<file path="config.mk">
export PLATFORM = sky130hd
export DESIGN_NAME = websocket_frame_deframer
export DESIGN_NICKNAME = d
export VERILOG_FILES = /design/src/wfd_pkg.sv /design/src/wfd_in_skid.sv /design/src/wfd_parser.sv /design/src/websocket_frame_deframer.sv
export VERILOG_INCLUDE_DIRS = /design/src /design/src/src
export SDC_FILE = /design/constraint.sdc
export NUM_CORES = 1
export LEC_CHECK = 0
export ABC_AREA = 1
export BUFFER_PORTS_ARGS = -buffer_cell sky130_fd_sc_hd__buf_2
export CORE_MARGIN = 5
export CORE_UTILIZATION = 40
export DETAILED_ROUTE_END_ITERATION = 10
export SLEW_MARGIN = 20
export SYNTH_ARGS = -nofsm -noshare
export SYNTH_HDL_FRONTEND = slang
export SYNTH_SLANG_ARGS = --single-unit
export TNS_END_PERCENT = 10
</file>
<file path="constraint.sdc">
create_clock -name clk -period 6.1 [get_ports clk]
set_input_delay 0.305 -clock clk [delete_from_list [all_inputs] [get_ports clk]]
set_output_delay 0.305 -clock clk [all_outputs]
set_load 0.01 [all_outputs]
</file>
<file path="src/websocket_frame_deframer_defines.svh">
// Assertion macros shared by the deframer modules
`ifndef WEBSOCKET_FRAME_DEFRAMER_DEFINES_SVH
`define WEBSOCKET_FRAME_DEFRAMER_DEFINES_SVH
`ifndef ASSERT_OFF
`define WFD_ASSERT(lbl, prop, msg) \
	lbl: assert property (@(posedge clk) disable iff (!arst_n) prop) else $error(msg);
`define WFD_ASSERT_NEXT(lbl, ante, cons, msg) \
	lbl: assert property (@(posedge clk) disable iff (!arst_n) (ante) |=> (cons)) else $error(msg);
`else
`define WFD_ASSERT(lbl, prop, msg)
`define WFD_ASSERT_NEXT(lbl, ante, cons, msg)
`endif
`endif

</file>
<file path="src/wfd_pkg.sv">
// Types and constants shared by the WebSocket deframer modules
`default_nettype none
package wfd_pkg;

	localparam logic [6:0]  LEN16_CODE    = 7'd126;
	localparam logic [6:0]  LEN64_CODE    = 7'd127;
	localparam logic [3:0]  EXT16_BYTES   = 4'd2;
	localparam logic [3:0]  EXT64_BYTES   = 4'd8;
	localparam logic [31:0] MAX_LEN_RESET = 32'd65536;

	typedef struct packed {
		logic        is_header;
		logic [3:0]  frame_opcode;
		logic [3:0]  message_opcode;
		logic        final_frame;
		logic        was_masked;
		logic [31:0] frame_length;
		logic        oversize;
		logic [7:0]  payload_byte;
		logic        last_of_frame;
		logic        last_of_message;
	} wfd_result_t;

endpackage
`default_nettype wire

</file>
<file path="src/wfd_in_skid.sv">
// Two-entry input skid buffer for the incoming byte stream
`default_nettype none
module wfd_in_skid (
	input  wire logic       clk,
	input  wire logic       arst_n,
	input  wire logic       in_valid,
	output logic            in_stall,
	input  wire logic [7:0] data_byte,
	output logic            head_valid,
	output logic [7:0]      head_byte,
	input  wire logic       head_take
);

	logic [1:0] cnt_q;
	logic [7:0] b0_q;
	logic [7:0] b1_q;
	logic       push;

	assign in_stall   = (cnt_q == 2'd2);
	assign push       = in_valid && !in_stall;
	assign head_valid = (cnt_q != 2'd0);
	assign head_byte  = b0_q;

	always_ff @(posedge clk or negedge arst_n) begin
		if (!arst_n) begin
			cnt_q <= 2'd0;
		end else begin
			unique case ({push, head_take})
				2'b10:   cnt_q <= cnt_q + 2'd1;
				2'b01:   cnt_q <= cnt_q - 2'd1;
				default: cnt_q <= cnt_q;
			endcase
		end
	end

	always_ff @(posedge clk) begin
		unique case ({push, head_take})
			2'b10: begin
				if (cnt_q == 2'd0) begin
					b0_q <= data_byte;
				end else begin
					b1_q <= data_byte;
				end
			end
			2'b01: begin
				b0_q <= b1_q;
			end
			2'b11: begin
				// head leaves; the new request lands behind whatever remains
				if (cnt_q == 2'd1) begin
					b0_q <= data_byte;
				end else begin
					b0_q <= b1_q;
					b1_q <= data_byte;
				end
			end
			default: begin
				b0_q <= b0_q;
			end
		endcase
	end

endmodule
`default_nettype wire

</file>
<file path="src/wfd_parser.sv">
// Frame header parser, unmasking and per-byte result generation
`default_nettype none
`include "websocket_frame_deframer_defines.svh"
module wfd_parser
	import wfd_pkg::*;
(
	input  wire logic        clk,
	input  wire logic        arst_n,
	input  wire logic        take,
	input  wire logic [7:0]  data_byte,
	input  wire logic [31:0] max_len,
	output logic             res_valid,
	output wfd_result_t      res
);

	localparam logic [2:0] PH_FIRST   = 3'd0;
	localparam logic [2:0] PH_SECOND  = 3'd1;
	localparam logic [2:0] PH_EXTLEN  = 3'd2;
	localparam logic [2:0] PH_KEY     = 3'd3;
	localparam logic [2:0] PH_PAYLOAD = 3'd4;

	logic [2:0]  phase_q,  phase_d;
	logic [3:0]  btc_q,    btc_d;
	logic        fin_q,    fin_d;
	logic        mask_q,   mask_d;
	logic [3:0]  cur_q,    cur_d;
	logic [3:0]  first_q,  first_d;
	logic        mid_q,    mid_d;
	logic [63:0] acc_q,    acc_d;
	logic [31:0] key_q,    key_d;
	logic [63:0] rem_q,    rem_d;
	logic [1:0]  kp_q,     kp_d;

	logic        after_len;
	logic        emit_hdr;
	logic        is_pay;
	logic        lof;
	logic        end_fr;
	logic [7:0]  pbyte;
	logic [7:0]  kbyte;

	always_comb begin
		phase_d   = phase_q;
		btc_d     = btc_q;
		fin_d     = fin_q;
		mask_d    = mask_q;
		cur_d     = cur_q;
		first_d   = first_q;
		mid_d     = mid_q;
		acc_d     = acc_q;
		key_d     = key_q;
		rem_d     = rem_q;
		kp_d      = kp_q;
		after_len = 1'b0;
		emit_hdr  = 1'b0;
		is_pay    = 1'b0;
		lof       = 1'b0;
		end_fr    = 1'b0;
		pbyte     = 8'd0;
		kbyte     = key_q[{kp_q, 3'b000} +: 8];

		unique case (phase_q)
			PH_SECOND: begin
				mask_d = data_byte[7];
				if (data_byte[6:0] == LEN16_CODE) begin
					btc_d   = EXT16_BYTES;
					phase_d = PH_EXTLEN;
				end else if (data_byte[6:0] == LEN64_CODE) begin
					btc_d   = EXT64_BYTES;
					phase_d = PH_EXTLEN;
				end else begin
					acc_d     = {57'd0, data_byte[6:0]};
					after_len = 1'b1;
				end
			end
			PH_EXTLEN: begin
				// big-endian: shift earlier bytes up
				acc_d = {acc_q[55:0], data_byte};
				if (btc_q <= 4'd1) begin
					btc_d     = 4'd0;
					after_len = 1'b1;
				end else begin
					btc_d = btc_q - 4'd1;
				end
			end
			PH_KEY: begin
				key_d[{kp_q, 3'b000} +: 8] = key_q[{kp_q, 3'b000} +: 8] | data_byte;
				kp_d = kp_q + 2'd1;
				if (kp_q == 2'd3) begin
					emit_hdr = 1'b1;
				end
			end
			PH_PAYLOAD: begin
				kp_d   = kp_q + 2'd1;
				rem_d  = rem_q - 64'd1;
				is_pay = 1'b1;
				pbyte  = data_byte ^ kbyte;
				lof    = (rem_d == 64'd0);
				end_fr = lof;
			end
			default: begin
				// first header byte; unused phase codes land here too
				fin_d   = data_byte[7];
				cur_d   = data_byte[3:0];
				key_d   = 32'd0;
				acc_d   = 64'd0;
				kp_d    = 2'd0;
				phase_d = PH_SECOND;
			end
		endcase

		if (after_len) begin
			if (mask_d) begin
				phase_d = PH_KEY;
				kp_d    = 2'd0;
			end else begin
				emit_hdr = 1'b1;
			end
		end

		if (emit_hdr) begin
			if (!mid_q) begin
				first_d = cur_q;
			end
			rem_d = acc_d;
			kp_d  = 2'd0;
			if (acc_d == 64'd0) begin
				lof    = 1'b1;
				end_fr = 1'b1;
			end else begin
				phase_d = PH_PAYLOAD;
			end
		end

		if (end_fr) begin
			mid_d   = !fin_q;
			phase_d = PH_FIRST;
		end
	end

	assign res_valid = emit_hdr || is_pay;

	always_comb begin
		res.is_header       = emit_hdr;
		res.frame_opcode    = cur_q;
		res.message_opcode  = first_d;
		res.final_frame     = fin_q;
		res.was_masked      = mask_d;
		res.frame_length    = (|acc_d[63:32]) ? 32'hFFFF_FFFF : acc_d[31:0];
		res.oversize        = (|acc_d[63:32]) || (acc_d[31:0] > max_len);
		res.payload_byte    = pbyte;
		res.last_of_frame   = lof;
		res.last_of_message = lof && fin_q;
	end

	always_ff @(posedge clk or negedge arst_n) begin
		if (!arst_n) begin
			phase_q <= PH_FIRST;
			btc_q   <= 4'd0;
			fin_q   <= 1'b0;
			mask_q  <= 1'b0;
			cur_q   <= 4'd0;
			first_q <= 4'd0;
			mid_q   <= 1'b0;
			acc_q   <= 64'd0;
			key_q   <= 32'd0;
			rem_q   <= 64'd0;
			kp_q    <= 2'd0;
		end else if (take) begin
			phase_q <= phase_d;
			btc_q   <= btc_d;
			fin_q   <= fin_d;
			mask_q  <= mask_d;
			cur_q   <= cur_d;
			first_q <= first_d;
			mid_q   <= mid_d;
			acc_q   <= acc_d;
			key_q   <= key_d;
			rem_q   <= rem_d;
			kp_q    <= kp_d;
		end
	end

	`WFD_ASSERT(a_payload_rem, (phase_q == PH_PAYLOAD) |-> (rem_q != 64'd0), "payload phase with nothing left")
	`WFD_ASSERT_NEXT(a_ext64, take && (phase_q == PH_SECOND) && (data_byte[6:0] == LEN64_CODE), (phase_q == PH_EXTLEN) && (btc_q == EXT64_BYTES), "64-bit length not armed for eight bytes")

endmodule
`default_nettype wire

</file>
<file path="src/websocket_frame_deframer.sv">
// WebSocket frame deframer top level: config register, skid input, result register
//
// Usage:
//   Input channel (in_valid, in_stall, data_byte) takes one raw stream byte per request.
//   Output channel (out_valid, out_stall, result fields) gives one header request when a
//   frame header is complete, then one request per payload byte, unmasked.
//   Header bytes other than the last give no result.
//   cfg_we/cfg_wdata write max_frame_length (reset 65536); write only while idle.
// Timing:
//   A byte accepted on the input is held in the skid buffer, parsed by the combinational
//   parse step and then registered in the result register; one byte is taken every cycle
//   while out_stall does not hold the result register.
// Stall:
//   While out_stall holds, the result register keeps its request and the parser halts;
//   the two-entry skid buffer keeps taking bytes until both entries are full, then
//   in_stall rises (decoded from the registered entry count).
// Reset:
//   arst_n clears the parser to expect the first header byte of a new message and
//   empties both the skid buffer and the result register.
`default_nettype none
`include "websocket_frame_deframer_defines.svh"
module websocket_frame_deframer
	import wfd_pkg::*;
(
	input  wire logic        clk,
	input  wire logic        arst_n,
	input  wire logic        cfg_we,
	input  wire logic [31:0] cfg_wdata,
	input  wire logic        in_valid,
	output logic             in_stall,
	input  wire logic [7:0]  data_byte,
	output logic             out_valid,
	input  wire logic        out_stall,
	output logic             is_header,
	output logic [3:0]       frame_opcode,
	output logic [3:0]       message_opcode,
	output logic             final_frame,
	output logic             was_masked,
	output logic [31:0]      frame_length,
	output logic             oversize,
	output logic [7:0]       payload_byte,
	output logic             last_of_frame,
	output logic             last_of_message
);

	logic [31:0]  max_len_q;
	logic         head_valid;
	logic [7:0]   head_byte;
	logic         take;
	logic         slot_free;
	logic         res_valid;
	wfd_result_t  res;
	logic         out_valid_q;
	wfd_result_t  out_q;
	logic         empty_hdr_out;
	logic         pay_out;

	always_ff @(posedge clk or negedge arst_n) begin
		if (!arst_n) begin
			max_len_q <= MAX_LEN_RESET;
		end else if (cfg_we) begin
			max_len_q <= cfg_wdata;
		end
	end

	wfd_in_skid u_skid (
		.clk        (clk),
		.arst_n     (arst_n),
		.in_valid   (in_valid),
		.in_stall   (in_stall),
		.data_byte  (data_byte),
		.head_valid (head_valid),
		.head_byte  (head_byte),
		.head_take  (take)
	);

	// advance only when the result register is empty or being drained
	assign slot_free = !out_valid_q || !out_stall;
	assign take      = head_valid && slot_free;

	wfd_parser u_parser (
		.clk       (clk),
		.arst_n    (arst_n),
		.take      (take),
		.data_byte (head_byte),
		.max_len   (max_len_q),
		.res_valid (res_valid),
		.res       (res)
	);

	always_ff @(posedge clk or negedge arst_n) begin
		if (!arst_n) begin
			out_valid_q <= 1'b0;
		end else if (slot_free) begin
			out_valid_q <= take && res_valid;
		end
	end

	always_ff @(posedge clk) begin
		if (take && res_valid) begin
			out_q <= res;
		end
	end

	assign out_valid       = out_valid_q;
	assign is_header       = out_q.is_header;
	assign frame_opcode    = out_q.frame_opcode;
	assign message_opcode  = out_q.message_opcode;
	assign final_frame     = out_q.final_frame;
	assign was_masked      = out_q.was_masked;
	assign frame_length    = out_q.frame_length;
	assign oversize        = out_q.oversize;
	assign payload_byte    = out_q.payload_byte;
	assign last_of_frame   = out_q.last_of_frame;
	assign last_of_message = out_q.last_of_message;

	assign empty_hdr_out = out_valid && is_header && last_of_frame;
	assign pay_out       = out_valid && !is_header;

	`WFD_ASSERT(a_empty_hdr, empty_hdr_out |-> (frame_length == 32'd0), "empty header with a length")
	`WFD_ASSERT(a_payload_len, pay_out |-> (frame_length != 32'd0), "payload in a zero-length frame")

endmodule
`default_nettype wire
</file>
==> results.py <==
metrics = {
    "outcome": {
        "status": "finished clean",
    },
    "timing": {
        "finalCritPeriodShare": 0.673,
        "worst_slew_pin_slew_ns": 1.16,
        "tns_ns": 0,
        "rsz0062_at_grt": "no",
        "setup_viol": 0,
        "relSlewSlack": 0.224,
        "slew_violations": 0,
        "timing.final.crit_period_ns": 4.11,
        "max_freq_mhz": 243,
        "skew_ns": 0.0151,
        "hold_viol_final": 0,
    },
    "power_and_ir_drop": {
        "pwr-share-comb": 0.448,
        "switching_power_w": 0.00416,
        "pwr-share-clk": 0.225,
        "seqPwrFrac": 0.327,
        "powerDensity_mw_per_mm2": 471,
        "ir_drop_mv": 0.284,
        "p_leak_nw": 9.15,
        "switching_share": 0.462,
        "p_int_w": 0.00485,
    },
    "detailed_routing": {
        "vias": 15409,
        "wirelength_um": 55800,
        "via_per_inst": 5.27,
        "drt_iter0_drc": 1499,
        "drt_pre_antenna_iters": 6,
        "drtAntennaViolNets": 0,
        "drc": 0,
        "routedWlPerCell_um": 19.1,
    },
    "global_route": {
        "grt_usage": 0.239,
        "grt-ovfl-total": 0,
        "grt_max_degree": 113,
        "grt_pass1_vias": 15322,
        "antenna_found_initial": 1,
        "grt_pass1_wl_um": 87600,
    },
    "final_layout": {
        "syn2layout_area_growth_pct": 14.6,
        "fin_nets": 2469,
        "final_common_cell": "nand2_1",
        "final_cells": 2926,
        "antennaDiodeCount": 0,
        "drive_gt1_frac": 0.0961,
        "mostFrequentLayoutCells": "nand2_1 (647), nor2_1 (319), inv_1 (283)",
    },
    "setup_path": {
        "crit_type": "flop to flop",
        "rr_startpoint": "u_parser.phase_q[2]$_DFFE_PN0P_",
        "cp-start-kind": "flop",
        "arrival_ns": 4.40,
        "crit_start": "u_parser.phase_q[2]$_DFFE_PN0P_",
        "crit_fanout": 53,
        "required_ns": 6.39,
        "endpoint_kind": "flop",
    },
    "cts": {
        "cts.sinks": 285,
        "cts-buffers-inserted": 31,
        "cts_resized": 0,
        "h-tree-depth": 1,
        "insertion_delay_ns": 0.60,
        "cts_tree": "done",
        "clock-root-buffer": "clkbuf_16",
        "path_clk_slew_ns": 0.06,
        "cts_max_path_buffers": 3,
    },
    "floorplanning": {
        "io_pins": 101,
        "die_w_um": 214,
        "die-area_mm2": 0.0460,
        "row_count": 74,
        "dieHeight_um": 214,
        "start_util": 0.406,
        "core_area_mm2": 0.0411,
    },
    "place": {
        "dp.cells": 2826,
        "gp_congestion": 0.938,
        "dp_hpwl_um": 41300,
        "io_buffers": 100,
    },
    "logic_synthesis": {
        "ys_seq_elements": 285,
        "syn_area_mm2": 0.0167,
        "avgSynthCellArea_um2": 7.40,
        "syn_inst": 2258,
        "synth_ff_type": "dfrtp_1",
        "synth_edf_count": 70,
        "synth_warnings": 0,
        "synth_cell_types": 57,
        "async_flop_share": 0.754,
        "synth_nets": 2358,
        "synth-seq-area-share": 0.448,
    },
    "hold_path": {
        "hold_path_class": "input pin to asynchronous set/reset pin",
    },
    "flow_run": {
        "cap_violations": 0,
    },
}
-- logic make-up after synthesis --
group | share of synthesized area
simple gates | 0.276
fa+ha+maj | 0.0412
xor+xnor | 0.00891
flops | 0.448
compound gates | 0.137
mux | 0.000674
buf+inv | 0.0884
-- state kept, by name (all words and copies together) (netlist names), 3 cells and up --
signal and cells:
u_parser.acc_q 64, u_parser.key_q 32, payload_byte 8, u_parser.phase_q 3, u_skid.head_byte 8, u_parser.rem_q 64, u_parser.btc_q 4, frame_length 32
u_parser.cur_q 4, u_skid.b1_q 8, frame_opcode 4, max_len_q 32, u_parser.first_q 4, message_opcode 4
-- repair_timing --
| action | 4_1_cts | 5_1_grt |
|---|---|---|
| endpoints found under the hold margin | 143 | 0 |
| buffers inserted | 0 | 0 |
| hold buffers | 42 | 0 |
-- worst paths after layout --
check	depth (start not counted)	end	slack [ns]
setup / recovery	15	oversize$_DFFE_PP_	1.99
hold / removal	2	u_parser.rem_q[15]$_DFFE_PN0P_	0.33
setup reg to reg	15	oversize$_DFFE_PP_	1.99
hold reg to reg	2	u_parser.acc_q[59]$_DFFE_PN0P_	0.48
max in group asynchronous	3	u_parser.rem_q[44]$_DFFE_PN0P_	4.62
min in group clk	5	u_skid.cnt_q[0]$_DFFE_PN0P_	0.39
-- critical path: stages (launching register included) --
cell and delay (ns):
dfrtp_1 0.40, inv_2 0.07, nand2_2 0.09, inv_2 0.05, nand2_4 0.49, inv_2 0.34, a22oi_1 0.99, inv_1 0.14
ha_1 0.34, nand2_1 0.10, nor2_1 0.05, a211oi_1 0.20, o221ai_1 0.14, a21o_1 0.19, a21oi_1 0.11, o21ai_0 0.09
-- synth_stat cells, types with 2 or more instances --
cell | number | share of area
a2bb2oi_1 | 2 | 0.0010
o211ai_1 | 28 | 0.013
nor2_2 | 8 | 0.0030
clkbuf_1 | 41 | 0.0092
nand3_1 | 94 | 0.028
a211oi_1 | 2 | 0.00090
o41ai_1 | 2 | 0.0010
xnor2_1 | 3 | 0.0016
nor2_1 | 319 | 0.072
a21oi_4 | 5 | 0.0049
o21ai_0 | 209 | 0.063
nand2_1 | 647 | 0.15
o31ai_1 | 3 | 0.0013
o21a_1 | 3 | 0.0013
nand2_2 | 4 | 0.0015
dfrtp_1 | 214 | 0.32
a22oi_1 | 3 | 0.0013
nor3_2 | 2 | 0.0012
inv_1 | 284 | 0.064
edfxtp_1 | 70 | 0.13
buf_4 | 2 | 0.00090
and2_1 | 2 | 0.00075
inv_2 | 12 | 0.0027
a21oi_2 | 4 | 0.0021
nand4_1 | 18 | 0.0067
buf_1 | 5 | 0.0011
o22ai_1 | 40 | 0.015
nor3_1 | 20 | 0.0060
xor2_1 | 14 | 0.0073
buf_6 | 7 | 0.0047
buf_2 | 19 | 0.0057
nand2_4 | 2 | 0.0013
o21ai_2 | 8 | 0.0042
nor2_4 | 4 | 0.0027
ha_1 | 55 | 0.041
or2_2 | 5 | 0.0019
o221ai_1 | 2 | 0.0010
a21oi_1 | 54 | 0.016
o21ai_1 | 21 | 0.0063
nor4_1 | 4 | 0.0015
-- area by class of cell --
| cell class | count | area [um2] |
|---|---|---|
| fillers | 4164 | 22000 |
| multi-input cells | 1602 | 7770 |
| clock buffers | 40 | 881 |
| well taps | 532 | 666 |
| flip-flops and latches | 285 | 7480 |
| inverters | 297 | 1120 |
| repair buffers | 152 | 1020 |
| clock inverters | 18 | 213 |
-- per-layer routing --
layer / global-route usage / up-vias / routed length [um]
li1: - / 7507 / -
met3: 0.0388 / 94 / 3580
met1: 0.334 / 7320 / 24800
met4: 0.0732 / 0 / 1850
met5: 0 / - / 0
met2: 0.385 / 488 / 25600
-- stage by stage --
step           utilization  power [W]  hold WS [ns]  setup slack, ns  instance area, um2
2_1_floorplan            -    0.00566       0.00941             3.23               16700
3_3_place_gp         0.429    0.00691         0.426             2.12               17600
3_5_place_dp         0.429    0.00694         0.417             2.05               17600
4_1_cts              0.466    0.00902         0.358             2.03               19100
5_1_grt              0.466    0.00966         0.387             1.64               19100
6_report             0.466    0.00902         0.329             1.99               19100
-- power groups by stage --
stage	sequential (W)	combinational [W]	clock [W]
floorplan	0.00291	0.00275	0
global placement	0.00296	0.00395	0
detailed placement	0.00296	0.00398	0
CTS	0.00293	0.00402	0.00207
global route	0.00300	0.00452	0.00214
finish	0.00295	0.00404	0.00203
Note: power is estimated with default switching activity, not from simulation.
